==> config.mk <==
export PLATFORM = sky130hd
export DESIGN_NAME = fixed_partition_allocator_core
export DESIGN_NICKNAME = d
export VERILOG_FILES = /design/src/rtl/core/fpa_pkg.sv /design/src/rtl/core/fixed_partition_allocator_core.sv /design/src/rtl/core/fpa_ram.sv /design/src/rtl/core/fpa_scan.sv
export SDC_FILE = /design/constraint.sdc
export NUM_CORES = 1
export LEC_CHECK = 0
export BUFFER_PORTS_ARGS = -buffer_cell sky130_fd_sc_hd__buf_4
export CAP_MARGIN = 20
export CORE_ASPECT_RATIO = 0.9
export CORE_MARGIN = 2
export CORE_UTILIZATION = 40
export CTS_CLUSTER_DIAMETER = 80
export DETAILED_ROUTE_END_ITERATION = 10
export GPL_ROUTABILITY_DRIVEN = 1
export PLACE_DENSITY = 0.57
export SYNTH_ARGS = -nofsm -noshare
export SYNTH_HDL_FRONTEND = slang
export SYNTH_HIERARCHICAL = 1
export SYNTH_SLANG_ARGS = --single-unit
==> constraint.sdc <==
create_clock -name clk -period 5.75 [get_ports clk]
set_input_delay 0.2875 -clock clk [delete_from_list [all_inputs] [get_ports clk]]
set_output_delay 0.2875 -clock clk [all_outputs]
set_load 0.03 [all_outputs]
==> src/rtl/core/fpa_pkg.sv <==
// Shared types and constants for the fixed partition allocator.
package fpa_pkg;

  typedef enum logic [1:0] {
    CMD_LOAD  = 2'd0,
    CMD_ALLOC = 2'd1,
    CMD_CLEAR = 2'd2
  } cmd_e;

  typedef enum logic [1:0] {
    FIT_FIRST = 2'd0,
    FIT_BEST  = 2'd1,
    FIT_NEXT  = 2'd2
  } fit_policy_e;

  typedef enum logic [1:0] {
    ST_IDLE,
    ST_SCAN,
    ST_EMIT
  } state_e;

  localparam int CFG_IDX_W  = 4;
  localparam int CFG_DATA_W = 8;

  localparam logic [CFG_IDX_W-1:0] CFG_FIT_POLICY  = 4'd0;
  localparam logic [CFG_IDX_W-1:0] CFG_BLOCK_COUNT = 4'd1;

  localparam logic [4:0] BLOCK_COUNT_RST = 5'd16;

  typedef struct packed {
    cmd_e        command;
    logic [3:0]  block_index;
    logic [15:0] block_size;
    logic [15:0] request_size;
  } req_t;

  typedef struct packed {
    logic       granted;
    logic [3:0] chosen_block;
    logic [7:0] request_number;
  } rsp_t;

  typedef struct packed {
    logic        go;
    fit_policy_e policy;
  } scan_ctrl_t;

  typedef struct packed {
    logic done;
    logic found;
  } scan_stat_t;

endpackage

==> src/rtl/core/fixed_partition_allocator_core.sv <==
// Top level of the fixed partition allocator: command sequencer, state and table.
//
// Commands arrive as beats on the req channel (valid/ready). Each command gives
// exactly one beat on the rsp channel, in order. A load writes one partition size
// into the size RAM; a clear drops all busy marks, the request counter and the
// next-fit pointer; an allocate grants a partition in use if one fits.
// Configuration (fit policy, partitions in use) is written on the cfg channel,
// which is always ready; write it only while no command is in flight.
// A load or clear goes from accept straight to the emit step; an allocate first
// scans the partitions in use: the scan reads the size RAM one entry per cycle
// through its single read port and compares each entry in the cycle after its
// read. The next command is taken in the cycle the result shows. One command
// is in progress at a time.
// The result register decouples the two sides: the next command is accepted
// while a result still waits; a stalled receiver holds the block in its emit step
// once the next result is ready.
// Reset clears busy marks, counter and pointer, sets first fit and 16 partitions;
// partition sizes are undefined until loaded.
module fixed_partition_allocator_core #(
  parameter int MAX_BLOCKS = 16,
  parameter int SIZE_BITS  = 16
) (
  input  logic                                clk,
  input  logic                                rst,
  input  logic                                req_valid,
  output logic                                req_ready,
  input  fpa_pkg::req_t                       req_data,
  output logic                                rsp_valid,
  input  logic                                rsp_ready,
  output fpa_pkg::rsp_t                       rsp_data,
  input  logic                                cfg_valid,
  output logic                                cfg_ready,
  input  logic [fpa_pkg::CFG_IDX_W-1:0]       cfg_index,
  input  logic [fpa_pkg::CFG_DATA_W-1:0]      cfg_data
);

  localparam int IDX_W = $clog2(MAX_BLOCKS);
  localparam int CNT_W = $clog2(MAX_BLOCKS + 1);

  fpa_pkg::state_e      state;
  fpa_pkg::state_e      state_next;
  fpa_pkg::fit_policy_e fit_policy;
  logic [4:0]           block_count;
  logic [MAX_BLOCKS-1:0] busy;
  logic [IDX_W-1:0]     next_pointer;
  logic [7:0]           request_count;
  fpa_pkg::rsp_t        result;

  logic                 accept;
  logic                 emit_fire;
  logic [CNT_W-1:0]     used;
  logic [IDX_W-1:0]     scan_start;
  logic [CNT_W-1:0]     pick_inc;
  logic                 ram_we;
  logic                 ram_re;
  logic [IDX_W-1:0]     ram_raddr;
  logic [SIZE_BITS-1:0] ram_rdata;
  logic [IDX_W-1:0]     pick;
  fpa_pkg::scan_ctrl_t  scan_ctrl;
  fpa_pkg::scan_stat_t  scan_stat;

  assign cfg_ready = 1'b1;

  assign used = (block_count > MAX_BLOCKS) ? CNT_W'(MAX_BLOCKS) : CNT_W'(block_count);
  assign scan_start = ((fit_policy == fpa_pkg::FIT_NEXT) && (CNT_W'(next_pointer) < used))
                      ? next_pointer : '0;
  assign pick_inc = CNT_W'(pick) + CNT_W'(1);

  // next state
  always_comb begin
    state_next = state;
    unique case (state)
      fpa_pkg::ST_IDLE: begin
        if (req_valid) begin
          state_next = (req_data.command == fpa_pkg::CMD_ALLOC) ? fpa_pkg::ST_SCAN
                                                                : fpa_pkg::ST_EMIT;
        end
      end
      fpa_pkg::ST_SCAN: begin
        if (scan_stat.done) begin
          state_next = fpa_pkg::ST_EMIT;
        end
      end
      fpa_pkg::ST_EMIT: begin
        if (!rsp_valid || rsp_ready) begin
          state_next = fpa_pkg::ST_IDLE;
        end
      end
      default: state_next = fpa_pkg::ST_IDLE;
    endcase
  end

  // outputs of the sequencer
  always_comb begin
    req_ready = 1'b0;
    emit_fire = 1'b0;
    unique case (state)
      fpa_pkg::ST_IDLE: req_ready = 1'b1;
      fpa_pkg::ST_SCAN: ;
      fpa_pkg::ST_EMIT: emit_fire = !rsp_valid || rsp_ready;
      default: ;
    endcase
  end

  assign accept = req_valid && req_ready;

  assign scan_ctrl.go     = accept && (req_data.command == fpa_pkg::CMD_ALLOC);
  assign scan_ctrl.policy = fit_policy;

  assign ram_we = accept && (req_data.command == fpa_pkg::CMD_LOAD) &&
                  (req_data.block_index < MAX_BLOCKS);

  always_ff @(posedge clk) begin
    if (rst) begin
      state         <= fpa_pkg::ST_IDLE;
      fit_policy    <= fpa_pkg::FIT_FIRST;
      block_count   <= fpa_pkg::BLOCK_COUNT_RST;
      busy          <= '0;
      next_pointer  <= '0;
      request_count <= '0;
      rsp_valid     <= 1'b0;
    end else begin
      state <= state_next;
      if (cfg_valid) begin
        unique case (cfg_index)
          fpa_pkg::CFG_FIT_POLICY:  fit_policy  <= fpa_pkg::fit_policy_e'(cfg_data[1:0]);
          fpa_pkg::CFG_BLOCK_COUNT: block_count <= cfg_data[4:0];
          default: ;
        endcase
      end
      if (accept) begin
        unique case (req_data.command)
          fpa_pkg::CMD_ALLOC: begin
            if (request_count != 8'hff) begin
              request_count <= request_count + 8'd1;
            end
          end
          fpa_pkg::CMD_CLEAR: begin
            busy          <= '0;
            request_count <= '0;
            next_pointer  <= '0;
          end
          default: ;
        endcase
      end
      if ((state == fpa_pkg::ST_SCAN) && scan_stat.done && scan_stat.found) begin
        busy[pick] <= 1'b1;
        if (fit_policy == fpa_pkg::FIT_NEXT) begin
          next_pointer <= (pick_inc == used) ? '0 : IDX_W'(pick_inc);
        end
      end
      if (emit_fire) begin
        rsp_valid <= 1'b1;
      end else if (rsp_ready) begin
        rsp_valid <= 1'b0;
      end
    end
  end

  // result and output payload
  always_ff @(posedge clk) begin
    if (accept) begin
      result <= '0;
    end else if ((state == fpa_pkg::ST_SCAN) && scan_stat.done) begin
      result.granted        <= scan_stat.found;
      result.chosen_block   <= scan_stat.found ? 4'(pick) : 4'd0;
      result.request_number <= request_count;
    end
    if (emit_fire) begin
      rsp_data <= result;
    end
  end

  fpa_ram #(
    .WIDTH (SIZE_BITS),
    .DEPTH (MAX_BLOCKS)
  ) u_size_ram (
    .clk   (clk),
    .we    (ram_we),
    .waddr (IDX_W'(req_data.block_index)),
    .wdata (SIZE_BITS'(req_data.block_size)),
    .re    (ram_re),
    .raddr (ram_raddr),
    .rdata (ram_rdata)
  );

  fpa_scan #(
    .MAX_BLOCKS (MAX_BLOCKS),
    .SIZE_BITS  (SIZE_BITS)
  ) u_scan (
    .clk     (clk),
    .rst     (rst),
    .ctrl    (scan_ctrl),
    .used    (used),
    .start   (scan_start),
    .request (SIZE_BITS'(req_data.request_size)),
    .busy    (busy),
    .rd_en   (ram_re),
    .rd_addr (ram_raddr),
    .rd_data (ram_rdata),
    .stat    (scan_stat),
    .pick    (pick)
  );

endmodule

==> src/rtl/core/fpa_ram.sv <==
// Generic single-port-write, single-port-read RAM with registered read data.
module fpa_ram #(
  parameter int WIDTH = 16,
  parameter int DEPTH = 16
) (
  input  logic                     clk,
  input  logic                     we,
  input  logic [$clog2(DEPTH)-1:0] waddr,
  input  logic [WIDTH-1:0]         wdata,
  input  logic                     re,
  input  logic [$clog2(DEPTH)-1:0] raddr,
  output logic [WIDTH-1:0]         rdata
);

  logic [WIDTH-1:0] mem [DEPTH];

  always_ff @(posedge clk) begin
    if (we) begin
      mem[waddr] <= wdata;
    end
    if (re) begin
      rdata <= mem[raddr];
    end
  end

endmodule

==> src/rtl/core/fpa_scan.sv <==
// Partition scan engine: walks the size table one entry per cycle and picks a fit.
module fpa_scan #(
  parameter int MAX_BLOCKS = 16,
  parameter int SIZE_BITS  = 16,
  localparam int IDX_W = $clog2(MAX_BLOCKS),
  localparam int CNT_W = $clog2(MAX_BLOCKS + 1)
) (
  input  logic                   clk,
  input  logic                   rst,
  input  fpa_pkg::scan_ctrl_t    ctrl,
  input  logic [CNT_W-1:0]       used,
  input  logic [IDX_W-1:0]       start,
  input  logic [SIZE_BITS-1:0]   request,
  input  logic [MAX_BLOCKS-1:0]  busy,
  output logic                   rd_en,
  output logic [IDX_W-1:0]       rd_addr,
  input  logic [SIZE_BITS-1:0]   rd_data,
  output fpa_pkg::scan_stat_t    stat,
  output logic [IDX_W-1:0]       pick
);

  logic                 active;
  logic [IDX_W-1:0]     issue_idx;
  logic [CNT_W-1:0]     issue_left;
  logic                 eval_valid;
  logic                 eval_last;
  logic [IDX_W-1:0]     eval_idx;
  logic                 best_mode;
  logic [SIZE_BITS-1:0] req;
  logic                 found;
  logic [SIZE_BITS-1:0] best_left;
  logic                 done;

  logic                 fits;
  logic [SIZE_BITS-1:0] left;
  logic                 take;
  logic [CNT_W-1:0]     idx_inc;

  assign rd_en   = active;
  assign rd_addr = issue_idx;
  assign idx_inc = CNT_W'(issue_idx) + CNT_W'(1);

  // busy marks are stable during a scan, so the flop vector is read at the eval stage
  assign fits = !busy[eval_idx] && (req <= rd_data);
  assign left = rd_data - req;
  // first and next fit keep the first hit; best fit keeps strictly smaller leftovers
  assign take = eval_valid && fits && (!found || (best_mode && (left < best_left)));

  always_ff @(posedge clk) begin
    if (rst) begin
      active     <= 1'b0;
      eval_valid <= 1'b0;
      eval_last  <= 1'b0;
      found      <= 1'b0;
      done       <= 1'b0;
    end else begin
      done       <= (ctrl.go && (used == '0)) || (eval_valid && eval_last);
      eval_valid <= active;
      eval_last  <= active && (issue_left == CNT_W'(1));
      eval_idx   <= issue_idx;
      if (ctrl.go) begin
        active     <= (used != '0);
        issue_idx  <= start;
        issue_left <= used;
        best_mode  <= (ctrl.policy == fpa_pkg::FIT_BEST);
        req        <= request;
        found      <= 1'b0;
      end else begin
        if (active) begin
          issue_idx  <= (idx_inc == used) ? '0 : IDX_W'(idx_inc);
          issue_left <= issue_left - CNT_W'(1);
          if (issue_left == CNT_W'(1)) begin
            active <= 1'b0;
          end
        end
        if (take) begin
          found     <= 1'b1;
          pick      <= eval_idx;
          best_left <= left;
        end
      end
    end
  end

  assign stat.done  = done;
  assign stat.found = found;

endmodule
# After elaboration in Yosys (flattened, before gate mapping)
# Memory sizes are Yosys's and may differ from the RTL's. A register that Yosys moved wholly into a read port is not among the register bits.
# Cells that the tools add are included.
# totals
reg_bits	119
out_inout_bits	16
rom_bits	0
latch_bits	0
inputBits	55
ramBits	256
mem_count	1
wordCells	129
# classes
div_mod_pow	0
muxes	37
shifts	0
order_cmp	7
multipliers	0
bitwise_logic	3
reduce_logical	36
n_eq_ne	15
n_addsub	5
# mem_list
name	words	word_bits	rd	rd_clocked_by_memory_dff	wr	line	text
u_size_ram.mem	16	16	1	1	1	fpa_ram.sv:15	logic [WIDTH-1:0] mem [DEPTH];
# ops
op	n
$mux W16	4
$mux W4	10
$le A16 B16 Y1	1
$lt A16 B16 Y1	1
$or A16 B16 Y16	1
$pmux W8 S2	1
$sub A16 B16 Y16	1
$mux W5	3
$logic_and A1 B1 Y1	14
$mux W1	11
$add A4 B1 Y5 const B	2
$eq A5 B5 Y1	2
$lt A4 B5 Y1 const B	2
$reduce_and A3 Y1	3
$add A8 B1 Y8 const B	1
$mux W2	4
$mux W8	1
$ne A8 B8 Y1 const B	1
$reduce_and A2 Y1	4
$eq A2 B1 Y1 const B	3
$eq A2 B2 Y1 const B	3
$pmux W2 S3	1
$reduce_bool A2 Y1	3
$eq A5 B1 Y1 const B	1
17 further kinds	25

# Depth between registers and ports, before layout
# Gate-level depths: netlist of run 1.
# logic_depth
depth_word	7
mapped_depth	14

# Modules after synthesis
# The synthesis of run 1 kept the hierarchy.
# modules_own_cells
mod	seq_area_each_um2	area_per_inst_um2	instances	cells_per_inst
fpa_ram	8167.8	10203.5	1	432
fpa_scan	1601.5	3475.8	1	325
fixed_partition_allocator_core	1411.4	2817.7	1	293

# Least setup slack after synthesis of run 1
# Ideal clock, no wire load.
# synth_timing
path_kind	flip-flop to flip-flop
startpoint	reg u_scan.req[1]
endpoint	reg u_scan.best_left[0], enable pin
path_slack_ps	1385
path_buffers	0
setup_ps	410
stages_incl_launch_ff	14
arrival_time_ps	3955
path_cell_list	edfxtp_1 inv_1 ha_1 nor2b_1 o31ai_1 a21oi_1 o41ai_1 xnor2_1 ha_1 a211oi_1 nor2_1 a2111oi_0 a2111oi_0 nor4_2
# synth_via
elab_chain_len	6
word_cells_on_any_way	9
classes_between	add/sub: 1; order compare: 2; reduce/logical: 6
# synth_lines
element	line	text
start: declaration	fpa_scan.sv:29	logic [SIZE_BITS-1:0] req;
start signal: assignment	fpa_scan.sv:66	req <= request;
$sub A16 B16 Y16	fpa_scan.sv:45	assign left = rd_data - req;
via u_scan.left[9]	fpa_scan.sv:35	logic [SIZE_BITS-1:0] left;
$lt A16 B16 Y1	fpa_scan.sv:47	assign take = eval_valid && fits && (!found || (best_mode && (left < best_left)));
$logic_and A1 B1 Y1	fpa_scan.sv:47	
$logic_or A1 B1 Y1	fpa_scan.sv:47	
$logic_and A1 B1 Y1	fpa_scan.sv:47	
$reduce_and A3 Y1 (no line)	n/a	
end signal: assignment	fpa_scan.sv:79	best_left <= left;
end: declaration	fpa_scan.sv:31	logic [SIZE_BITS-1:0] best_left;
# The timed path passes the listed nets, and every way through them passes these cells.
# A chain may end at the register's enable or synchronous reset.

# Worst setup path in the final report of run 1
# layout_timing
startpoint	reg u_scan.req[0]
endpoint	reg u_scan.best_left[3], enable pin
# Same word-level chain as after synthesis.

==> results.md, run 1 <==
- Run status: completed
- Antenna Nets Post-Route: 0
- Worst skew pair latency: approximately 0.56 ns
- Initial core utilization: slightly above 40%
- Kind of critical path: flip-flop to flip-flop
- CP startpoint kind: flip-flop
- Peak supply drop: between 200 and 300 uV
- Via density: between 5 and 6
- Fin crit period: approximately 4.7 ns
- Finish-stage setup viols: 0
- CP top delay family: compound AO/OA/AOI/OAI gates
- Placeable Area: 40600 sq um
- Worst EP arrival: 4.93 ns
- Least-Margin Pin Slew: 1.06 ns
- Max Slew Vio Count: 0
- Leak pwr: slightly below 7 nW
- Placer Congestion: 0.794
- GR Util All Layers: approximately 17%
- Largest net degree at the start of global routing: 70
- Yosys reg bits: around 390
- Critical path required time: roughly 6 ns
- Clock Tree Buf Depth: 3
- CP Max Fanout: 12
- Internal reg-to-reg setup slack: 1.06 ns
- Max-Cap Viols: 0
- TritonCTS clock tree: done
- IO Pins: a little over 70
- Global-route wire length before repair: between 50000 and 60000 um
- Worst-path clk slew: ~0.060 ns
- Drt drc: 0
- H-tree depth: 2
- Drt total wl: between 30000 and 40000 um
- Pre-CTS setup slack: 0.942 ns
- Initial antenna violation count: 1
- Final core utilization: a little under half
- Crit-path cells: ha_1, fa_1, nor2b_1, o221ai_1, a31oi_1, or4_1, nand4_1, ha_1, o21ai_0, nor2_1, a2111oi_0, a2111oi_0, nor4_4, buf_4
- P&R area growth vs syn: 18.0%
- TNS Setup: 0 ns
- Maximum clock rate: between 200 and 250 MHz
- Fraction of synthesized cell area taken by the top area cell type: about three fifths
- Final period util: approximately 82%
- Synth cell types: between 80 and 90
- Post_cts resized: 0
- Post-Syn Area: 16500 sq um
- # diodes: 0
- Hold crit path type: input port to flip-flop
- Post-synth EDFFs: around 340
- Clock root buffer: clkbuf_16
- Post-synth top flop: edfxtp_1
- PortBufs: 66
- FF-to-FF End: u_scan/best_left[3]
- Sequential-to-total area share from yosys stat: 67.8%
- CP bufs+invs: 1
- Cell count after synthesis: about 1.1k
- Num CTS Buffers: 42
- Fraction of layout cells with a size suffix above 1: 20.9%
- Syn_nets: ~1.1k
- Die area: 42900 sq um
- Die Wd: between 200 and 250 um
- Hold path startpoint: req_data[31]
- Synth top area cells: edfxtp_1 (61%), mux4_2 (7.4%), dfxtp_1 (6.8%)
- WHS Endpoint: u_size_ram/mem[10][15]
- Final worst-path setup slack: roughly 1.1 ns
- Nets@finish: 1266
- RSZ-0062 raised after global routing: false
- Vias post-DR: roughly 9.2k
- Slowest cell on the critical path: nor4_4
- R2R cell count: 14
- Origin of the critical flop-to-flop path: u_scan/req[0]
- P per Cell Area: roughly 320 nW/um^2
- DP Cell Count: between 1.5k and 2k
- Worst setup EP type: flip-flop
- Fin cells: around 1.7k
- Avg Cell Area, Syn: roughly 16 sq um
- YS warnings: 6
- Power Total: 6.31 mW
- Slowest stage delay, CP: between 0.5 and 0.6 ns
- Top cell type by total area after synthesis: edfxtp_1
- HPWL after detailed placement: 22100 um
- # rows: 70
- Detailed Route Iter0 Violations: 685
- Setup Skew: roughly 0.016 ns
- Relative slew slack: between 20% and 30%
- Height of the die: approximately 200 um
- Vias in the first global route: 9286
- Drt pass-1 iters: 4
- Hold Path Stages: 1
- Drt wl/cell: ~20 um
- Final Hold Vio Count: 0
- CTS Sinks: roughly 390
- Async SR Flop Fraction: 0%
- Overflow after GRT: 0
-- state kept, by name, indices dropped and copies added, names as in the netlist, 5 cells and up --
name,count
busy,16
u_scan/issue_left,5
u_size_ram/rdata,16
u_scan/best_left,16
rsp_data,13
block_count,5
u_size_ram/mem,256
u_scan/req,16
request_count,8
result,13
-- power breakdown --
part | switching, mW | internal, mW | leakage [nW]
Clock | 1.11 | 1.78 | 0.727
Sequential | 0.0189 | 3.10 | 3.48
Combinational | 0.171 | 0.126 | 2.54
Total | 1.30 | 5.01 | 6.75
-- worst max-delay path by stage --
stage	startpoint	to	slack (ns)	cells past startpoint
floorplan	u_scan/req[1]	u_scan/best_left[0]	1.38	13
global placement	u_scan/req[0]	u_scan/best_left[9]	1.02	14
detailed placement	u_size_ram/rdata[0]	u_scan/best_left[8]	0.94	15
CTS	u_scan/req[0]	u_scan/best_left[3]	0.90	14
global route	u_size_ram/rdata[0]	u_scan/best_left[3]	0.67	15
finish	u_scan/req[0]	u_scan/best_left[3]	1.06	14
-- layout by cell type, fill, tap and decap left out, types with 11 or more instances in the layout --
cell | Yosys | final
edfxtp_1 | 335 | 335
buf_4 | 7 | 85
nand2_1 | 73 | 73
inv_1 | 59 | 59
dfxtp_1 | 56 | 56
mux4_2 | 54 | 54
nor2_1 | 64 | 52
a21oi_1 | 48 | 48
ha_1 | 42 | 42
clkbuf_16 | 0 | 42
a22oi_1 | 33 | 33
dlygate4sd3_1 | 0 | 24
xnor2_1 | 22 | 22
nand3_1 | 20 | 20
nor2b_1 | 16 | 15
nor2_2 | 2 | 14
mux4_1 | 14 | 14
nor3_1 | 16 | 12
a22o_1 | 12 | 12
nand2b_1 | 11 | 11
o21ai_0 | 11 | 11
-- metal layers --
layer  up-vias  part of all wire [%]  track usage [%]
met1      4655                    45             22.2
met4         2                   2.0             4.56
li1       4305                     -                -
met2       162                    49             27.9
met5         -                 0.046                0
met3        47                   4.3             3.21
-- kinds of logic after synthesis --
kind of cell             Yosys count  share of synthesized area [%]
other                              1                         0.0227
AND/OR/NAND/NOR                  245                           7.55
buffers and inverters            102                           2.84
flip-flops                       391                           67.8
XOR/XNOR                          30                           1.68
multiplexers                      78                           10.2
adder cells (fa/ha/maj)           43                           3.31
AO/OA/AOI/OAI                    160                           6.57
-- per-stage QoR --
stage          hold WS, ns  cell area (sq um)
3_5_place_dp         0.418              17700
2_1_floorplan        0.360              16500
6_report            0.0299              19500
4_1_cts            0.00241              19400
5_1_grt             0.0209              19500
3_3_place_gp         0.413              17600
-- repair_timing --
item / CTS / global route
setup endpoints to repair: 0 / 0
setup buffers: 0 / 0
hold endpoints to repair: 44 / 0
hold buffers: 24 / 0
-- final cells by class --
class,count,area [sq um]
clock buffer,51,1100
multi-input combinational,557,4910
tap,540,676
fill,3552,21200
sequential,391,11200
timing repair buffer,116,981
clock inverter,24,383
inverter,60,225
-- synth_stat cells, drive strengths merged (2+ instances only) --
library cell	number
nand2b	11
mux4	68
xor2	7
a22oi	33
nor2b	17
ha	42
nand3	22
o2111ai	2
o21ai	19
and4	2
nand3b	5
nand4	8
a21boi	4
a21o	2
nor2	66
a211oi	8
mux2	5
inv	59
nor3b	4
and2	2
a2111oi	4
nand2	74
o21a	6
o22ai	5
a31oi	5
a21oi	48
or2	3
clkbuf	17
buf	25
and3	2
dfxtp	56
xnor2	22
edfxtp	335
nor4	4
mux2i	5
nor3	17
or3b	2
a22o	12
o31ai	2
-- worst register-to-register path: stages, from the launching register on --
cell,delay (ns)
edfxtp_1,0.38
ha_1,0.23
fa_1,0.42
nor2b_1,0.19
o221ai_1,0.18
a31oi_1,0.45
or4_1,0.20
nand4_1,0.12
ha_1,0.31
o21ai_0,0.17
nor2_1,0.05
a2111oi_0,0.51
a2111oi_0,0.30
nor4_4,0.54
buf_4,0.34
No activity file was read; power rests on OpenSTA's default activity.
==> run 2: changes to the inputs <==
clock period = 4.45 ns   (was 5.75 ns; I/O delays follow)
==> run 2 against run 1 <==
Sequential share of layout area is 0.17 points lower. Clock skew decreased by 0.0062 ns. First-iteration DRC count decreased by 9.1%. Highest routed layer is now met4. Critical path depth unchanged. Fmax increased by 16%. Largest cell class unchanged. Critical path type unchanged. Cell area grew 0.30%. Count of clock-buffer cells in the layout rose by 3. Power is 24% higher. Worst setup slack got worse by 0.67 ns.
==> results.md, run 2 (same netlist as run 1, synthesis figures left out) <==
- Run status: completed
- Final core utilization: 48.0% (+0.14 points)
- Worst skew pair latency: 0.56 ns (about the same)
- Least-Margin Pin Slew: 0.888 ns (-0.175 ns)
- HPWL after detailed placement: 22200 um (+0.25%)
- Height of the die: 197 um (unchanged)
- Peak supply drop: 268 uV (+1.7%)
- Number of flip-flops in the largest register: 256 (unchanged)
- Slowest stage delay, CP: 0.43 ns (-0.11 ns)
- R2R cell count: 14 (unchanged)
- Setup Skew: 0.00970 ns (-0.00619 ns)
- Nets@finish: 1291 (+2.0%)
- CP startpoint kind: flip-flop
- Die area: 42900 sq um (unchanged)
- PortBufs: 66 (unchanged)
- # hold bufs at CTS: 46 (+92%)
- Relative slew slack: 39.3% (+10 points)
- Placer Congestion: 0.805 (+1.4%)
- Antenna Nets Post-Route: 0 (unchanged)
- Multi-input gate area: 4910 sq um (unchanged)
- IO Pins: 71 (unchanged)
- Internal reg-to-reg setup slack: 0.40 ns (-0.67 ns)
- Largest net degree at the start of global routing: 65 (-7.1%)
- Sequential cell area: 11200 sq um (unchanged)
- Slowest cell on the critical path: a2111oi_0
- Initial core utilization: 40.6% (unchanged)
- Clock root buffer: clkbuf_16
- CP bufs+invs: 2 (+1)
- Max Slew Vio Count: 0 (unchanged)
- Detailed Route Iter0 Violations: 623 (-9.1%)
- TritonCTS clock tree: done
- Fill cells: 3538 (-0.39%)
- Initial antenna violation count: 1 (unchanged)
- DP Cell Count: 1643 (+0.31%)
- Worst setup EP type: flip-flop
- Leak pwr: 6.77 nW (+0.28%)
- FF-to-FF End: u_scan/best_left[10]
- Drt total wl: 34700 um (-0.76%)
- Fin Hold WS: 0.0441 ns (+0.0142 ns)
- Max-Cap Viols: 0 (unchanged)
- Commonest non-fill, non-tap cell in the layout: edfxtp_1
- Worst-path clk slew: 0.06 ns (about the same)
- Hold path startpoint: rst
- WHS Endpoint: rsp_valid
- WP depth: 14 (unchanged)
- Power Total: 7.85 mW (+24%)
- Most frequent cells in the layout: edfxtp_1 (335), buf_4 (95), nand2_1 (73)
- # rows: 70 (unchanged)
- Overflow after GRT: 0 (unchanged)
- Drt drc: 0 (unchanged)
- GR Util All Layers: 16.6% (-0.024 points)
- Final period util: 91.1% (+9.6 points)
- Drt pass-1 iters: 5 (+1)
- Global-route wire length before repair: 53900 um (-0.23%)
- TNS Setup: 0 ns (unchanged)
- CP top delay family: compound AO/OA/AOI/OAI gates
- Finish-stage setup viols: 0 (unchanged)
- P per Cell Area: 402 nW/um^2 (+24%)
- P&R area growth vs syn: 18.3%
- Fraction of layout cells with a size suffix above 1: 20.2% (-0.67 points)
- Vias in the first global route: 9301 (+0.16%)
- Kind of critical path: flip-flop to flip-flop
- Hold Path Stages: 2 (+1)
- Crit-path cells: inv_1, ha_1, nor2b_1, o31ai_1, a21oi_1, o41ai_1, xnor2_1, ha_1, a211oi_1, nor2_1, a2111oi_0, a2111oi_0, nor4_4, buf_4
- Maximum clock rate: 247 MHz (+16%)
- Drt wl/cell: 19.7 um (-2.2%)
- Postcts setup bufs: 0 (unchanged)
- Final Hold Vio Count: 0 (unchanged)
- CTS Sinks: 391 (unchanged)
- Post_cts resized: 0 (unchanged)
- Fin cells: 1765 (+1.5%)
- Fin crit period: 4.05 ns (-0.634 ns)
- Critical path required time: 4.71 ns (-1.29 ns)
- Via density: 5.20 (-1.4%)
- Die Wd: 218 um (unchanged)
- CP Max Fanout: 11 (-1)
- Origin of the critical flop-to-flop path: u_scan/req[1]
- Placeable Area: 40600 sq um (unchanged)
- H-tree depth: 2 (unchanged)
- Vias post-DR: 9181 (+0.11%)
- RSZ-0062 raised after global routing: false
- Most flops, register: u_size_ram/mem
- Hold crit path type: input port to flip-flop
- Num CTS Buffers: 41 (-2.4%)
- Worst EP arrival: 4.31 ns (-0.62 ns)
- Clock Tree Buf Depth: 3 (unchanged)
run 2: cell count changes in the layout (fill, tap and decap cells not counted), moves of 4 or more:
cell,delta
buf_4,+10
buf_8,-4
dlygate4sd3_1,+22
clkbuf_1,+5
bufinv_16,-4
run 2: metal layers:
metal | GRT usage [%] | share of wire (%) | routed length (um)
met2 | 28.0 | 49 | 17200
met1 | 21.9 | 44 | 15500
met5 | 0 | 0 | 0
met4 | 5.37 | 2.1 | 725
met3 | 2.99 | 4.0 | 1380
run 2: worst max-delay path by stage:
stage,slack [ns],to,startpoint
after floorplan,0.08,u_scan/best_left[0],u_scan/req[1]
after global placement,0.45,u_scan/best_left[8],u_scan/req[1]
after detailed placement,0.36,u_scan/pick[1],u_scan/req[1]
after CTS,0.32,u_scan/best_left[10],u_scan/req[1]
after global routing,0.04,u_scan/best_left[10],u_scan/req[1]
final,0.40,u_scan/best_left[10],u_scan/req[1]
run 2: layout make-up:
| cell class | instances | share of cell area (%) |
|---|---|---|
| Timing Repair Buffer | 142 | 6.12 |
| Tap cell | 540 | 3.46 |
| Inverter | 60 | 1.15 |
| Clock buffer | 54 | 5.56 |
| Clock inverter | 20 | 1.26 |
| Multi-Input combinational cell | 557 | 25.2 |
| Sequential cell | 391 | 57.3 |
| Antenna cell | 1 | 0.0128 |
run 2: report_power, final:
part	switching [mW]	internal (mW)
logic	0.226	0.174
registers	0.0221	4.01
clock network	1.40	2.02
run 2: metrics by stage:
| step | instance area (sq um) | setup slack, ns |
|---|---|---|
| after CTS | 19500 | 0.320 |
| after floorplan | 16500 | 0.0846 |
| final | 19500 | 0.396 |
| after detailed placement | 17700 | 0.363 |
| after global placement | 17700 | 0.452 |
| after global routing | 19500 | 0.0374 |
==> run 3: changes to the inputs <==
SETUP_SLACK_MARGIN = 0.4   (was default)
==> run 3 against run 2 <==
Critical path depth rose by 2. Flip-flop and latch count did not move. Clock power fell by 2%. Combinational power rose by 2%. Utilization rose by 0.17 points.
==> results.md, run 3 (same netlist as run 1, synthesis figures left out) <==
- Run status: completed
- Initial antenna violation count: 0 (-1)
- Least-Margin Pin Slew: 0.969 ns (+0.0816 ns)
- Worst-path clk slew: 0.06 ns (about the same)
- RSZ-0062 raised after global routing: false
- CP bufs+invs: 4 (+2)
- Peak supply drop: 311 uV (+16%)
- CP Max Fanout: 8 (-3)
- Largest net degree at the start of global routing: 36 (-45%)
- HPWL after detailed placement: 22100 um (about the same)
- R2R cell count: 16 (+2)
- Max Slew Vio Count: 0 (unchanged)
- Die area: 42900 sq um (unchanged)
- Final Hold Vio Count: 0 (unchanged)
- Hold crit path type: input port to flip-flop
- CTS Sinks: 391 (unchanged)
- Worst setup EP type: flip-flop
- Num CTS Buffers: 40 (-2.4%)
- Clock Tree Buf Depth: 3 (unchanged)
- Initial core utilization: 40.6% (unchanged)
- Setup Skew: 0.0133 ns (+0.00363 ns)
- Fraction of layout cells with a size suffix above 1: 21.4% (+1.3 points)
- Placeable Area: 40600 sq um (unchanged)
- Number of flip-flops in the largest register: 256 (unchanged)
- # rows: 70 (unchanged)
- CP startpoint kind: flip-flop
- TNS Setup: 0 ns (unchanged)
- PortBufs: 66 (unchanged)
- Max-Cap Viols: 0 (unchanged)
- GR Util All Layers: 16.9% (+0.32 points)
- Via density: 5.24 (+0.73%)
- Crit-path cells: inv_1, ha_1, nor2b_1, o31ai_2, buf_4, a21o_1, and3_1, a21boi_1, ha_1, o21ai_0, nor2_1, a2111oi_4, a2111oi_2, nor4_4, buf_4, clkbuf_16
- Final period util: 87.9% (-3.2 points)
- Relative slew slack: 35.4% (-3.9 points)
- IO Pins: 71 (unchanged)
- Overflow after GRT: 0 (unchanged)
- Worst skew pair latency: 0.55 ns (about the same)
- Worst EP arrival: 4.17 ns (-0.14 ns)
- Finish-stage setup viols: 0 (unchanged)
- Global-route wire length before repair: 54700 um (+1.4%)
- WP depth: 16 (+2)
- Slowest cell on the critical path: edfxtp_1
- Placer Congestion: 0.802 (-0.42%)
- Kind of critical path: flip-flop to flip-flop
- Nets@finish: 1293 (+0.15%)
- Vias post-DR: 9232 (+0.56%)
- Drt wl/cell: 20.1 um (+2.1%)
- Drt total wl: 35400 um (+2.0%)
- P per Cell Area: 397 nW/um^2 (-1.3%)
- Maximum clock rate: 256 MHz (+3.6%)
- Die Wd: 218 um (unchanged)
- Antenna Nets Post-Route: 0 (unchanged)
- Hold Path Stages: 2 (unchanged)
- Final worst-path setup slack: 0.538 ns (+0.142 ns)
- Height of the die: 197 um (unchanged)
- Slowest stage delay, CP: 0.42 ns (about the same)
- H-tree depth: 2 (unchanged)
- Most frequent cells in the layout: edfxtp_1 (335), buf_4 (98), nand2_1 (73)
- Drt pass-1 iters: 5 (unchanged)
- Drt drc: 0 (unchanged)
- Commonest non-fill, non-tap cell in the layout: edfxtp_1
- # diodes: 0 (-1)
- Pre-CTS setup slack: 0.267 ns (-0.0960 ns)
- Fin crit period: 3.91 ns (-0.142 ns)
- Most flops, register: u_size_ram/mem
- CP top delay family: compound AO/OA/AOI/OAI gates
- Leak pwr: 6.79 nW (+0.36%)
- Detailed Route Iter0 Violations: 690 (+11%)
- Critical path required time: 4.71 ns (about the same)
- Vias in the first global route: 9431 (+1.4%)
- P&R area growth vs syn: 18.7%
- Clock root buffer: clkbuf_16
- TritonCTS clock tree: done
[run 3: area by class of cell]
type	instances	area [sq um]
Fill cell	3534	21100
Sequential cell	391	11200
Multi-Input combinational cell	557	4970
Timing Repair Buffer	145	1240
Clock buffer	54	1110
Tap cell	540	676
Inverter	60	225
Clock inverter	15	183
[run 3: worst paths after layout]
kind	from	endpoint	slack (ns)
setup reg to reg	u_scan/req[1]	u_scan/best_left[11]	0.54
hold / removal	rst	fit_policy[0]	0.05
setup / recovery	u_scan/req[1]	u_scan/best_left[11]	0.54
hold reg to reg	result[8]	rsp_data[8]	0.43
[run 3: per-stage QoR]
step	instance area, sq um	power (mW)	instances	hold slack (ns)	util, %
floorplan	16500	4.33	1050	0.295	-
global placement	17700	4.48	1645	0.402	43.7
detailed placement	17700	4.48	1645	0.402	43.7
CTS	19500	7.86	1758	0.0228	47.9
global route	19600	8.06	1762	0.0566	48.2
finish	19600	7.77	1762	0.0484	48.2
[run 3: per-layer routing]
| layer | vias up | track usage (%) | wire length [um] |
|---|---|---|---|
| met4 | 0 | 4.66 | 577 |
| li1 | 4351 | - | - |
| met5 | - | 0 | 0 |
| met1 | 4677 | 22.9 | 16100 |
| met3 | 39 | 2.99 | 1390 |
| met2 | 165 | 28.3 | 17300 |
[run 3: report_power, final]
part	internal [mW]	total, mW	leakage, nW	switching (mW)
Combinational	0.179	0.410	2.67	0.231
Clock	1.99	3.33	0.639	1.34
Sequential	4.01	4.03	3.48	0.0235
Total	6.18	7.77	6.79	1.60
[run 3: timing repair]
| item | CTS | global route |
|---|---|---|
| endpoints found under the setup margin | 20 | 20 |
| endpoints found under the hold margin | 280 | 0 |
| hold buffers | 44 | 0 |
| setup buffers | 0 | 2 |
| pin swaps | 0 | 3 |
| gates cloned | 0 | 1 |
| resized for setup | 2 | 9 |
